**src/hw/rtl/stepper_valve_position_driver_defines.svh**
```systemverilog
// ----------------------------------------------------------------------------
// stepper valve position driver assertion macros
// checking helpers for the valve driver top level
// ----------------------------------------------------------------------------
`ifndef STEPPER_VALVE_POSITION_DRIVER_DEFINES_SVH
`define STEPPER_VALVE_POSITION_DRIVER_DEFINES_SVH

// same-cycle implication, checked outside reset
`define SVPD_ASSERT_NOW(label, ante, cons, msg) \
  label: assert property (@(posedge clk) disable iff (rst) (ante) |-> (cons)) \
    else $error(msg);

// next-cycle implication, checked outside reset
`define SVPD_ASSERT_NEXT(label, ante, cons, msg) \
  label: assert property (@(posedge clk) disable iff (rst) (ante) |=> (cons)) \
    else $error(msg);

`endif

```
**src/hw/rtl/svpd_pkg.sv**
```systemverilog
// ----------------------------------------------------------------------------
// svpd_pkg
// types, constants and coil pattern lookup for the valve driver
// ----------------------------------------------------------------------------
`timescale 1ns / 1ps
`default_nettype none

package svpd_pkg;

  localparam int POS_W     = 12;
  localparam int DLY_W     = 16;
  localparam int PCT_W     = 7;
  localparam int CFG_IDX_W = 2;
  localparam int CFG_DAT_W = 16;
  localparam int PROD_W    = 19;
  localparam int RCP_W     = 13;
  localparam int QUO_W     = 13;
  localparam int RCP_SHIFT = 19;

  localparam logic [PCT_W-1:0]     PCT_MAX         = 7'd100;
  localparam logic [RCP_W-1:0]     RECIP_100       = 13'd5242;
  localparam logic [PROD_W-1:0]    DIV_100         = 19'd100;
  localparam logic [POS_W-1:0]     FULL_SCALE_RST  = 12'd700;
  localparam logic [DLY_W-1:0]     PHASE_DELAY_RST = 16'd4000;

  localparam logic [CFG_IDX_W-1:0] REG_FULL_SCALE  = 2'd0;
  localparam logic [CFG_IDX_W-1:0] REG_PHASE_DELAY = 2'd1;

  localparam logic [3:0] COIL_OFF = 4'h0;
  localparam logic [3:0] COIL_P0  = 4'hA;
  localparam logic [3:0] COIL_P1  = 4'h6;
  localparam logic [3:0] COIL_P2  = 4'h5;
  localparam logic [3:0] COIL_P3  = 4'h9;

  localparam logic [1:0] PHASE_LAST = 2'd3;

  typedef enum logic {
    KIND_CMD  = 1'b0,
    KIND_TICK = 1'b1
  } kind_t;

  // item handed from the target pipeline to the motion stage
  typedef struct packed {
    kind_t            kind;
    logic             bad;
    logic [POS_W-1:0] tgt;
  } cmd_t;

  // closing plays the opening sequence backwards
  function automatic logic [3:0] coil_pattern(input logic dir, input logic [1:0] ph);
    logic [1:0] idx;
    idx = dir ? ph : ~ph;
    case (idx)
      2'd0:    coil_pattern = COIL_P0;
      2'd1:    coil_pattern = COIL_P1;
      2'd2:    coil_pattern = COIL_P2;
      default: coil_pattern = COIL_P3;
    endcase
  endfunction

endpackage

`default_nettype wire

```
**src/hw/rtl/svpd_target.sv**
```systemverilog
// ----------------------------------------------------------------------------
// svpd_target
// four stage pipeline turning a percent command into a step target
// ----------------------------------------------------------------------------
`timescale 1ns / 1ps
`default_nettype none

module svpd_target (
  input  wire logic                      clk,
  input  wire logic                      rst,
  input  wire logic                      in_valid,
  output logic                           in_ready,
  input  wire logic                      kind,
  input  wire logic [svpd_pkg::PCT_W-1:0] percent,
  input  wire logic [svpd_pkg::POS_W-1:0] full_scale,
  output logic                           item_valid,
  input  wire logic                      item_ready,
  output svpd_pkg::cmd_t                 item
);
  import svpd_pkg::*;

  logic v1, v2, v3, v4;
  logic en1, en2, en3, en4;

  kind_t              s1_kind;
  logic [PCT_W-1:0]   s1_pct;
  kind_t              s2_kind;
  logic               s2_bad;
  logic [PROD_W-1:0]  s2_prod;
  kind_t              s3_kind;
  logic               s3_bad;
  logic [PROD_W-1:0]  s3_prod;
  logic [QUO_W-1:0]   s3_quo;
  cmd_t               s4;

  logic [PROD_W+RCP_W-1:0] rcp_prod;
  logic [PROD_W-1:0]       quo_x100;
  logic [PROD_W-1:0]       rem;
  logic [QUO_W-1:0]        quo_fix;

  // a stage moves when it is empty or the one below is moving
  assign en4        = !v4 || item_ready;
  assign en3        = !v3 || en4;
  assign en2        = !v2 || en3;
  assign en1        = !v1 || en2;
  assign in_ready   = en1;
  assign item_valid = v4;
  assign item       = s4;

  // floor(prod / 100) by reciprocal, low by at most one
  assign rcp_prod = {{RCP_W{1'b0}}, s2_prod} * {{PROD_W{1'b0}}, RECIP_100};

  assign quo_x100 = ({{(PROD_W-QUO_W){1'b0}}, s3_quo} << 6)
                  + ({{(PROD_W-QUO_W){1'b0}}, s3_quo} << 5)
                  + ({{(PROD_W-QUO_W){1'b0}}, s3_quo} << 2);
  assign rem      = s3_prod - quo_x100;
  assign quo_fix  = (rem >= DIV_100) ? s3_quo + 1'b1 : s3_quo;

  always_ff @(posedge clk) begin
    if (rst) begin
      v1 <= 1'b0;
      v2 <= 1'b0;
      v3 <= 1'b0;
      v4 <= 1'b0;
    end else begin
      if (en1) v1 <= in_valid;
      if (en2) v2 <= v1;
      if (en3) v3 <= v2;
      if (en4) v4 <= v3;
    end
  end

  always_ff @(posedge clk) begin
    if (en1) begin
      s1_kind <= kind_t'(kind);
      s1_pct  <= percent;
    end
    if (en2) begin
      s2_kind <= s1_kind;
      s2_bad  <= s1_pct > PCT_MAX;
      s2_prod <= {{(PROD_W-PCT_W){1'b0}}, s1_pct} * {{(PROD_W-POS_W){1'b0}}, full_scale};
    end
    if (en3) begin
      s3_kind <= s2_kind;
      s3_bad  <= s2_bad;
      s3_prod <= s2_prod;
      s3_quo  <= rcp_prod[RCP_SHIFT +: QUO_W];
    end
    if (en4) begin
      s4.kind <= s3_kind;
      s4.bad  <= s3_bad;
      s4.tgt  <= quo_fix[POS_W-1:0];
    end
  end

endmodule

`default_nettype wire

```
**src/hw/rtl/svpd_motion.sv**
```systemverilog
// ----------------------------------------------------------------------------
// svpd_motion
// move state, coil phase sequencing and the result register
// ----------------------------------------------------------------------------
`timescale 1ns / 1ps
`default_nettype none

module svpd_motion (
  input  wire logic                      clk,
  input  wire logic                      rst,
  input  wire logic                      item_valid,
  output logic                           item_ready,
  input  wire svpd_pkg::cmd_t            item,
  input  wire logic [svpd_pkg::DLY_W-1:0] phase_delay,
  output logic                           out_valid,
  input  wire logic                      out_ready,
  output logic [3:0]                     coils,
  output logic [svpd_pkg::POS_W-1:0]     position,
  output logic                           busy_res,
  output logic                           opening,
  output logic                           rejected
);
  import svpd_pkg::*;

  logic [POS_W-1:0] pos, pos_next;
  logic [POS_W-1:0] target, target_next;
  logic [POS_W-1:0] steps_left, steps_left_next;
  logic             dir, dir_next;
  logic [1:0]       phase, phase_next;
  logic [DLY_W-1:0] tick, tick_next;
  logic             moving, moving_next;
  logic [3:0]       coil, coil_next;
  logic             rej;
  logic             take;
  logic [DLY_W:0]   tick_inc;

  assign item_ready = !out_valid || out_ready;
  assign take       = item_valid && item_ready;
  assign tick_inc   = {1'b0, tick} + 1'b1;

  always_comb begin
    pos_next        = pos;
    target_next     = target;
    steps_left_next = steps_left;
    dir_next        = dir;
    phase_next      = phase;
    tick_next       = tick;
    moving_next     = moving;
    coil_next       = coil;
    rej             = 1'b0;
    if (item.kind == KIND_CMD) begin
      if (moving || item.bad) begin
        rej = 1'b1;
      end else begin
        target_next = item.tgt;
        if (item.tgt != pos) begin
          dir_next        = item.tgt > pos;
          steps_left_next = (item.tgt > pos) ? item.tgt - pos : pos - item.tgt;
          phase_next      = 2'd0;
          tick_next       = '0;
          moving_next     = 1'b1;
          coil_next       = coil_pattern(item.tgt > pos, 2'd0);
        end
      end
    end else if (moving) begin
      if (tick_inc >= {1'b0, phase_delay}) begin
        tick_next = '0;
        if (phase == PHASE_LAST) begin
          phase_next      = 2'd0;
          steps_left_next = steps_left - 1'b1;
        end else begin
          phase_next = phase + 1'b1;
        end
        // end of the last step: coils off, position catches up
        if (phase_next == 2'd0 && steps_left_next == '0) begin
          moving_next = 1'b0;
          coil_next   = COIL_OFF;
          pos_next    = target;
        end else begin
          coil_next = coil_pattern(dir, phase_next);
        end
      end else begin
        tick_next = tick_inc[DLY_W-1:0];
      end
    end
  end

  always_ff @(posedge clk) begin
    if (rst) begin
      pos        <= '0;
      target     <= '0;
      steps_left <= '0;
      dir        <= 1'b0;
      phase      <= 2'd0;
      tick       <= '0;
      moving     <= 1'b0;
      coil       <= COIL_OFF;
      out_valid  <= 1'b0;
    end else begin
      if (take) begin
        pos        <= pos_next;
        target     <= target_next;
        steps_left <= steps_left_next;
        dir        <= dir_next;
        phase      <= phase_next;
        tick       <= tick_next;
        moving     <= moving_next;
        coil       <= coil_next;
        out_valid  <= 1'b1;
      end else if (out_ready) begin
        out_valid <= 1'b0;
      end
    end
  end

  always_ff @(posedge clk) begin
    if (take) begin
      coils    <= coil_next;
      position <= pos_next;
      busy_res <= moving_next;
      opening  <= moving_next && dir_next;
      rejected <= rej;
    end
  end

endmodule

`default_nettype wire

```
**src/hw/rtl/stepper_valve_position_driver.sv**
```systemverilog
// ----------------------------------------------------------------------------
// stepper_valve_position_driver
// two-coil full-step stepper driver that moves a valve to a percent command
// ----------------------------------------------------------------------------
// usage:
//   in channel  : kind 0 is a position command (percent), kind 1 one time tick
//   out channel : one word per input word with coil drive, position, busy,
//                 direction and a rejected flag for refused commands
//   cfg channel : cfg_index 0 writes the full scale step count, 1 writes
//                 phase_delay, other indexes are ignored; always ready, write
//                 only while idle
// path: a word is registered at the input, then passes the target product,
//   reciprocal divide by 100, correction and move update registers in turn
// throughput: one word per cycle unless out_ready stalls it; the result
//   register takes a new word in the cycle its waiting word leaves
// reset: valve at position 0, coils off, idle, registers back to 700 / 4000
// receiver stall: the result holds, words collapse bubbles inside the
//   pipeline, then in_ready drops once all four stages are full
// ----------------------------------------------------------------------------
`timescale 1ns / 1ps
`default_nettype none

`include "stepper_valve_position_driver_defines.svh"

module stepper_valve_position_driver (
  input  wire logic                          clk,
  input  wire logic                          rst,
  input  wire logic                          in_valid,
  output logic                               in_ready,
  input  wire logic                          kind,
  input  wire logic [svpd_pkg::PCT_W-1:0]     percent,
  output logic                               out_valid,
  input  wire logic                          out_ready,
  output logic [3:0]                         coils,
  output logic [svpd_pkg::POS_W-1:0]         position,
  output logic                               busy_res,
  output logic                               opening,
  output logic                               rejected,
  input  wire logic                          cfg_valid,
  output logic                               cfg_ready,
  input  wire logic [svpd_pkg::CFG_IDX_W-1:0] cfg_index,
  input  wire logic [svpd_pkg::CFG_DAT_W-1:0] cfg_data
);
  import svpd_pkg::*;

  logic [POS_W-1:0] full_scale;
  logic [DLY_W-1:0] phase_delay;
  logic             item_valid;
  logic             item_ready;
  cmd_t             item;

  assign cfg_ready = 1'b1;

  always_ff @(posedge clk) begin
    if (rst) begin
      full_scale  <= FULL_SCALE_RST;
      phase_delay <= PHASE_DELAY_RST;
    end else if (cfg_valid) begin
      unique case (cfg_index)
        REG_FULL_SCALE:  full_scale  <= cfg_data[POS_W-1:0];
        REG_PHASE_DELAY: phase_delay <= cfg_data[DLY_W-1:0];
        default: ;
      endcase
    end
  end

  svpd_target u_target (
    .clk        (clk),
    .rst        (rst),
    .in_valid   (in_valid),
    .in_ready   (in_ready),
    .kind       (kind),
    .percent    (percent),
    .full_scale (full_scale),
    .item_valid (item_valid),
    .item_ready (item_ready),
    .item       (item)
  );

  svpd_motion u_motion (
    .clk         (clk),
    .rst         (rst),
    .item_valid  (item_valid),
    .item_ready  (item_ready),
    .item        (item),
    .phase_delay (phase_delay),
    .out_valid   (out_valid),
    .out_ready   (out_ready),
    .coils       (coils),
    .position    (position),
    .busy_res    (busy_res),
    .opening     (opening),
    .rejected    (rejected)
  );

  `SVPD_ASSERT_NOW(a_idle_not_opening, out_valid && !busy_res, !opening, "opening set while idle")
  `SVPD_ASSERT_NOW(a_idle_coils_off, out_valid && !busy_res, coils == COIL_OFF, "coils driven while idle")
  `SVPD_ASSERT_NOW(a_busy_pattern, out_valid && busy_res, coils == COIL_P0 || coils == COIL_P1 || coils == COIL_P2 || coils == COIL_P3, "illegal coil pattern")
  `SVPD_ASSERT_NEXT(a_cfg_delay, cfg_valid && cfg_index == REG_PHASE_DELAY, phase_delay == $past(cfg_data), "phase_delay write lost")

endmodule

`default_nettype wire
```
**config.mk**
```make
export PLATFORM = sky130hd
export DESIGN_NAME = stepper_valve_position_driver
export DESIGN_NICKNAME = d
export VERILOG_FILES = /design/src/hw/rtl/svpd_pkg.sv /design/src/hw/rtl/svpd_target.sv /design/src/hw/rtl/svpd_motion.sv /design/src/hw/rtl/stepper_valve_position_driver.sv
export VERILOG_INCLUDE_DIRS = /design/src /design/src/hw/rtl
export SDC_FILE = /design/constraint.sdc
export NUM_CORES = 1
export LEC_CHECK = 0
export CAP_MARGIN = 10
export CELL_PAD_IN_SITES_DETAIL_PLACEMENT = 0
export CELL_PAD_IN_SITES_GLOBAL_PLACEMENT = 1
export CORE_ASPECT_RATIO = 0.75
export CORE_MARGIN = 2
export CORE_UTILIZATION = 45
export CTS_BUF_LIST = sky130_fd_sc_hd__clkbuf_4 sky130_fd_sc_hd__clkbuf_8
export DETAILED_ROUTE_END_ITERATION = 16
export DONT_BUFFER_PORTS = 1
export PLACE_DENSITY = 0.78
export SLEW_MARGIN = 5
export SYNTH_ARGS = -nofsm -noshare
export SYNTH_HDL_FRONTEND = slang
export SYNTH_SLANG_ARGS = --single-unit
```
**constraint.sdc**
```tcl
create_clock -name clk -period 5.6 [get_ports clk]
set_input_delay 0.28 -clock clk [delete_from_list [all_inputs] [get_ports clk]]
set_output_delay 0.28 -clock clk [all_outputs]
set_load 0.02 [all_outputs]
```
==> results of run 1 <==
[routing by layer]
layer	up-vias	share of wire	track usage
met5	-	0.00035	0
met4	2	0.010	0.0418
met3	28	0.055	0.0426
met2	267	0.42	0.294
met1	5822	0.51	0.310
li1	5966	-	-
[logic make-up (layout without fill, tap and decap cells)]
logic type	Yosys count	in the layout
other	1	2
adder cells (fa/ha/maj)	362	362
flip-flops	187	187
multiplexers	27	27
buffers and inverters	374	404
AND/OR/NAND/NOR	497	497
XOR/XNOR	71	71
AO/OA/AOI/OAI	283	283
[critical path: stages (launching register included)]
cell	delay, ns
edfxtp_1	0.53
fa_1	0.52
ha_1	0.32
fa_1	0.46
fa_1	0.54
inv_1	0.05
fa_1	0.53
inv_1	0.04
ha_1	0.29
o21a_1	0.19
o21a_1	0.16
o21ai_0	0.23
o21ai_0	0.19
a31oi_2	0.25
a21oi_1	0.16
a211o_1	0.32
a21oi_1	0.19
xnor2_1	0.08
[repair_timing]
action / in CTS / in global routing
endpoints found under the setup margin: 0 / 3
hold endpoints to repair: 101 / 0
gates resized for setup: 0 / 2
hold buffers: 27 / 0
buffers inserted: 0 / 6
[through the flow]
stage               setup WS (ns)   util
floorplan                   0.477      -
global placement            0.260  0.468
detailed placement          0.156  0.468
CTS                         0.177  0.487
global route               0.0424  0.488
finish                      0.310  0.488
[path summary, 6_finish.rpt]
| kind | startpoint | to | cells past startpoint |
|---|---|---|---|
| worst max-delay path | u_target.s2_prod[9] | u_target.s3_quo[12] | 17 |
| worst min-delay path | out_ready | u_motion.out_valid | 3 |
| worst max register to register | u_target.s2_prod[9] | u_target.s3_quo[12] | 17 |
| worst min register to register | u_target.s3_kind | u_target.item[13] | 0 |
[cells in the final DEF (no fill, tap or decap), drive strengths merged, types with 6 or more instances in the layout]
| cell type | instances |
|---|---|
| a211oi | 7 |
| a21o | 18 |
| a21oi | 114 |
| a22oi | 6 |
| a31oi | 7 |
| and2 | 36 |
| and3 | 11 |
| buf | 22 |
| clkbuf | 18 |
| dfxtp | 93 |
| dlygate4sd3 | 26 |
| edfxtp | 94 |
| fa | 148 |
| ha | 214 |
| inv | 332 |
| mux2i | 24 |
| nand2 | 216 |
| nand3 | 38 |
| nand3b | 9 |
| nand4 | 12 |
| nor2 | 101 |
| nor2b | 9 |
| nor3 | 26 |
| nor4 | 9 |
| o21a | 16 |
| o21ai | 62 |
| o31ai | 7 |
| or3 | 11 |
| xnor2 | 51 |
| xor2 | 20 |
[flip-flops by register name (all words and copies together) (netlist names), 2 cells and up]
register	flops
u_target.s2_prod	19
u_target.s3_prod	17
phase_delay	16
u_motion.tick	16
u_target.item	14
u_target.s3_quo	13
full_scale	12
u_motion.pos	12
u_motion.position	12
u_motion.steps_left	12
u_motion.target	12
u_target.s1_pct	7
u_motion.coil	4
u_motion.coils	4
u_motion.phase	2
[final cells by class]
cell class              instances  share of cell area
multi-input cells            1241               0.589
clock inverters                14             0.00857
well taps                     504              0.0351
inverters                     324              0.0677
clock buffers                  18              0.0138
repair buffers                 48              0.0248
flip-flops and latches        187               0.261
diodes                          1            0.000139
==> results.md, run 1 <==
* Cell Area, Synth at 16700 um^2
* Vias in the first global route at 11700
* Die Ht at 171 um
* Setup tns final at 0 ns
* Synth Area in XOR/XNOR at 0.0373
* Hold WC Path Type: input pin to flop
* Iter 0 DRT Violations at 811
* Non-filler cells, final at 2337
* WS Path Type: flop to flop
* Insertion delay of the later-clocked pin in the worst-skew pair at 0.52 ns
* Largest cells by area after synthesis: fa_1 18%, edfxtp_1 17%, ha_1 16%
* Tmin final at 5.29 ns
* Cell taking the most area after synthesis: fa_1
* First-pass GRT wire length at 61400 um
* WL/cell at 16.1 um
* Headroom to the max-slew limit at 0.343
* Vias at 12100
* Drt drc at 0
* Max-cap viol count at 0
* RSZ-0062 raised after global routing: no
* Top-count cell post-synth: inv_1
* Prevailing post-synth register cell: edfxtp_1
* Post-DR vias/cell at 5.17
* Avg Cell Area, Syn at 9.25 um^2
* WP data required at 5.86 ns
* Compound-Gate Fraction of Synth Area at 0.103
* Commonest cells post-synth: 324 x inv_1, 215 x nand2_1, 214 x ha_1
* GRT Total Usage at 0.203
* CP max FO at 6
* Detailed Route WL at 37600 um
* Sequential area share after synthesis at 0.281
* Worst Hold Slack at 0.0329 ns
* Worst setup SP type: flop
* Final Max Slew Viols at 0
* Worst Skew at 0.0293 ns
* Post-DP Area at 17200 um^2
* Result of the run: finished, final reports clean
* CTS tree: yes
* Largest net degree at the start of global routing at 82
* DPL Wire Length at 29700 um
* CP Data Arrival Time at 5.55 ns
* Adder-cell area share of the yosys netlist at 0.339
* Finish-stage setup viols at 0
* Port Buffers at 0
* Yosys cell types at 63
* CTS Root Cell: clkbuf_8
* Area growth from synthesis to layout at 7.82%
* Share of post-route cells with drive strength above 1 at 0.0388
* Placed Cells incl. Taps at 2271
* Post-route cell area at 18000 um^2
* Final hold vios at 0
* Filler cell count at 3526
* Initial Util at 0.453
* # rows at 61
* CTS clock-pin slew for the worst setup and hold paths at 0.10 ns
* Multi-input gate area in the final layout at 10600 um^2
* Synth warn at 0
* Clock sinks at 187
* Drt pass-1 iters at 5
* Remaining antenna violation count at 0
* Die W at 226 um
* Die area at 38600 um^2
* Post-synth EDFFs at 94
* H-tree levels at 4
* Post-synthesis mux area share at 0.0164
* Final nets at 2212
* Tcrit/Tclk final at 0.945
* Grt total ovfl at 0
* Nature of the critical path endpoint: flop
* Sequential Area at 4680 um^2
* Syn_nets at 2195
* Simple-Gate Fraction of Synth Area at 0.137
* Gpl congestion at 0.904
* Worst reg-to-reg setup slack at 0.31 ns
* Ys async rst share at 0
* Fmax at 189 MHz
* Post-synth top area share at 0.178
* Clock buffer depth at 2
* Worst-margin pin slew at 0.979 ns
* Largest family of logic cells by synthesized area: adder cells
* Core ar. at 36800 um^2
* Number of synthesized register bits at 187
* I/O pin cnt at 53
* Post-Synthesis Cells at 1802
* CTS Buf Count at 17
* Initial antenna violation count at 3
Power of run 1 is left out: the tool's default activity adds up to more than one toggle a clock period on the data nets, which glitch-free logic cannot reach.
==> inputs of run 2 (changes only) <==
Settings changed: RECOVER_POWER set to 50, REMOVE_ABC_BUFFERS set to 1.
==> run 2 against run 1 <==
The flow now finishes with violations (max-capacitance violations, max-slew violations). Maximum frequency is 1.3% lower. Via count about the same. Clock-buffer cell count rose by 1. Sequential cell count unchanged. Final cell count barely moved. Worst hold slack gained 0.095 ns. Clock skew decreased by 0.0070 ns. Non-clock buffer count unchanged. Critical path type unchanged.
==> results.md, run 2 (synthesized netlist as in run 1, its figures left out) <==
* Result of the run: complete, but fails checks (was finished, final reports clean)
* Failing checks: max-capacitance violations, max-slew violations
* Met3 Use GR at 0.0409 (was 0.0426)
* Grt total ovfl at 0 (unchanged)
* R2r endpoint: u_target.s3_quo[12] (unchanged)
* Register-to-Register Path Depth at 16 (was 17)
* Biggest register: u_target.s2_prod (unchanged)
* Slowest CP cell: fa_1 (unchanged)
* GRT Total Usage at 0.204 (was 0.203)
* Tmin final at 5.36 ns (was 5.29 ns)
* Clock sinks at 187 (unchanged)
* Final Max Slew Viols at 63 (was 0)
* GR Layer Usage met2 at 0.295 (was 0.294)
* Hold WC Path Type: input pin to flop (unchanged)
* Tcrit/Tclk final at 0.958 (was 0.945)
* Layer with the highest usage: met1 (unchanged)
* Clock buffer depth at 2 (unchanged)
* Vias at 12100 (about the same)
* Die W at 226 um (unchanged)
* CTS clock-pin slew for the worst setup and hold paths at 0.10 ns (about the same)
* CP max FO at 6 (unchanged)
* # rows at 61 (unchanged)
* Final hold vios at 0 (unchanged)
* I/O pin cnt at 53 (unchanged)
* Headroom to the max-slew limit at -0.246 (was 0.343)
* Worst path max stage delay at 0.55 ns (was 0.54 ns)
* Drt drc at 0 (unchanged)
* Drt pass-1 iters at 5 (unchanged)
* R2r startpoint: u_target.s2_prod[11] (was u_target.s2_prod[9])
* Worst setup SP type: flop (unchanged)
* Share of post-route cells with drive strength above 1 at 0.0366 (was 0.0388)
* Final nets at 2212 (unchanged)
* WL/cell at 15.9 um (was 16.1 um)
* Critical path launch point: u_target.s2_prod[11] (was u_target.s2_prod[9])
* CTS Root Cell: clkbuf_8 (unchanged)
* Max-cap viol count at 2 (was 0)
* Initial Util at 0.453 (unchanged)
* Detailed Route WL at 37100 um (was 37600 um)
* Worst-margin pin slew at 1.87 ns (was 0.979 ns)
* Hold Path Stages at 2 (was 3)
* Die Ht at 171 um (unchanged)
* Vias in the first global route at 11900 (was 11700)
* Port Buffers at 0 (unchanged)
* First-pass GRT wire length at 61900 um (was 61400 um)
* Max reg flops at 19 (unchanged)
* Largest regs: u_target.s2_prod: 19 flops, u_target.s3_prod: 17 flops (unchanged)
* Post-DR vias/cell at 5.17 (about the same)
* Worst Skew at 0.0223 ns (was 0.0293 ns)
* Setup tns final at 0 ns (unchanged)
* Initial antenna violation count at 3 (unchanged)
* Iter 0 DRT Violations at 944 (was 811)
* CP dominant cell by count: fa_1 (unchanged)
* Met1 global-route usage at 0.310 (about the same)
* Fmax at 186 MHz (was 189 MHz)
* Worst Hold End: u_motion.steps_left[0] (was u_motion.out_valid)
* WP data required at 5.86 ns (about the same)
* CTS tree: yes (unchanged)
* Remaining antenna violation count at 0 (unchanged)
* Finish-stage setup viols at 0 (unchanged)
* CTS Buf Count at 17 (unchanged)
* Largest net degree at the start of global routing at 83 (was 82)
* WS Path Type: flop to flop (unchanged)
* Hold Startpoint: rst (was out_ready)
* Gpl congestion at 0.876 (was 0.904)
* Most common cell after layout, fill and taps aside: inv_1 (unchanged)
* Worst reg-to-reg setup slack at 0.24 ns (was 0.31 ns)
* Insertion delay of the later-clocked pin in the worst-skew pair at 0.52 ns (about the same)
* RSZ-0062 raised after global routing: no (unchanged)
* CP Data Arrival Time at 5.62 ns (was 5.55 ns)
* Crit path cell chain: fa_1, ha_1, fa_1, fa_1, inv_1, fa_1, inv_1, ha_1, or3_1, a221oi_1, o211ai_1, a31oi_2, a21oi_1, a211o_1, a21oi_1, xnor2_1 (was fa_1, ha_1, fa_1, fa_1, inv_1, fa_1, inv_1, ha_1, o21a_1, o21a_1, o21ai_0, o21ai_0, a31oi_2, a21oi_1, a211o_1, a21oi_1, xnor2_1)
* Die area at 38600 um^2 (unchanged)
* H-tree levels at 4 (unchanged)
* Most frequent cells in the layout: 324 x inv_1, 215 x nand2_1, 214 x ha_1, 148 x fa_1, 114 x a21oi_1 (unchanged)
* Nature of the critical path endpoint: flop (unchanged)
* Core ar. at 36800 um^2 (unchanged)
* DPL Wire Length at 29600 um (was 29700 um)
* Area growth from synthesis to layout at 7.55% (was 7.82%)
-- run 2: layout make-up --
type                       instances  area (um^2)
inverter                         324         1220
antenna                            2         5.00
clock inverter                    13          128
timing repair buffer              48          430
fill                            3559        18900
multi-input combinational       1241        10600
tap                              504          631
sequential                       187         4680
clock buffer                      19          255
-- run 2: repair_timing --
action / CTS / global route
endpoints found under the setup margin: 0 / 3
buffers inserted: 0 / 6
resized for setup: 0 / 1
hold endpoints to repair: 101 / 0
hold buffers: 27 / 0
-- run 2: metal layers --
layer / vias up / wire length [um]
met4: 4 / 465
met5: - / 24
li1: 5964 / -
met2: 220 / 15500
met3: 38 / 1970
met1: 5853 / 19100
-- run 2: worst max-delay path by stage --
stage	depth (start not counted)	end	slack [ns]
after floorplan	16	u_target.s3_quo[12]	0.48
after global placement	16	u_target.s3_quo[12]	0.28
after detailed placement	18	u_target.s3_quo[12]	0.11
after CTS	16	u_target.s3_quo[12]	0.14
after global routing	16	u_target.s3_quo[12]	0.002
final	16	u_target.s3_quo[12]	0.24
-- run 2: worst max-delay path: cells and delay by family, from the launching register on --
kind	cells	cell delay [ns]
fa+ha+maj	6	2.63
compound gates	6	1.45
flops	1	0.54
simple gates	1	0.33
buf+inv	2	0.10
xor+xnor	1	0.09
-- run 2: metrics by stage --
step            util  hold slack, ns  std cells  cell area [um^2]  setup slack (ns)
2_1_floorplan      -           0.349       1752             16400             0.477
3_3_place_gp   0.468           0.364       2271             17200             0.276
3_5_place_dp   0.468           0.370       2271             17200             0.115
4_1_cts        0.486           0.101       2330             17900             0.135
5_1_grt        0.487           0.112       2337             17900           0.00199
6_report       0.487           0.128       2338             17900             0.238
Power of run 2 is left out for the same reason.
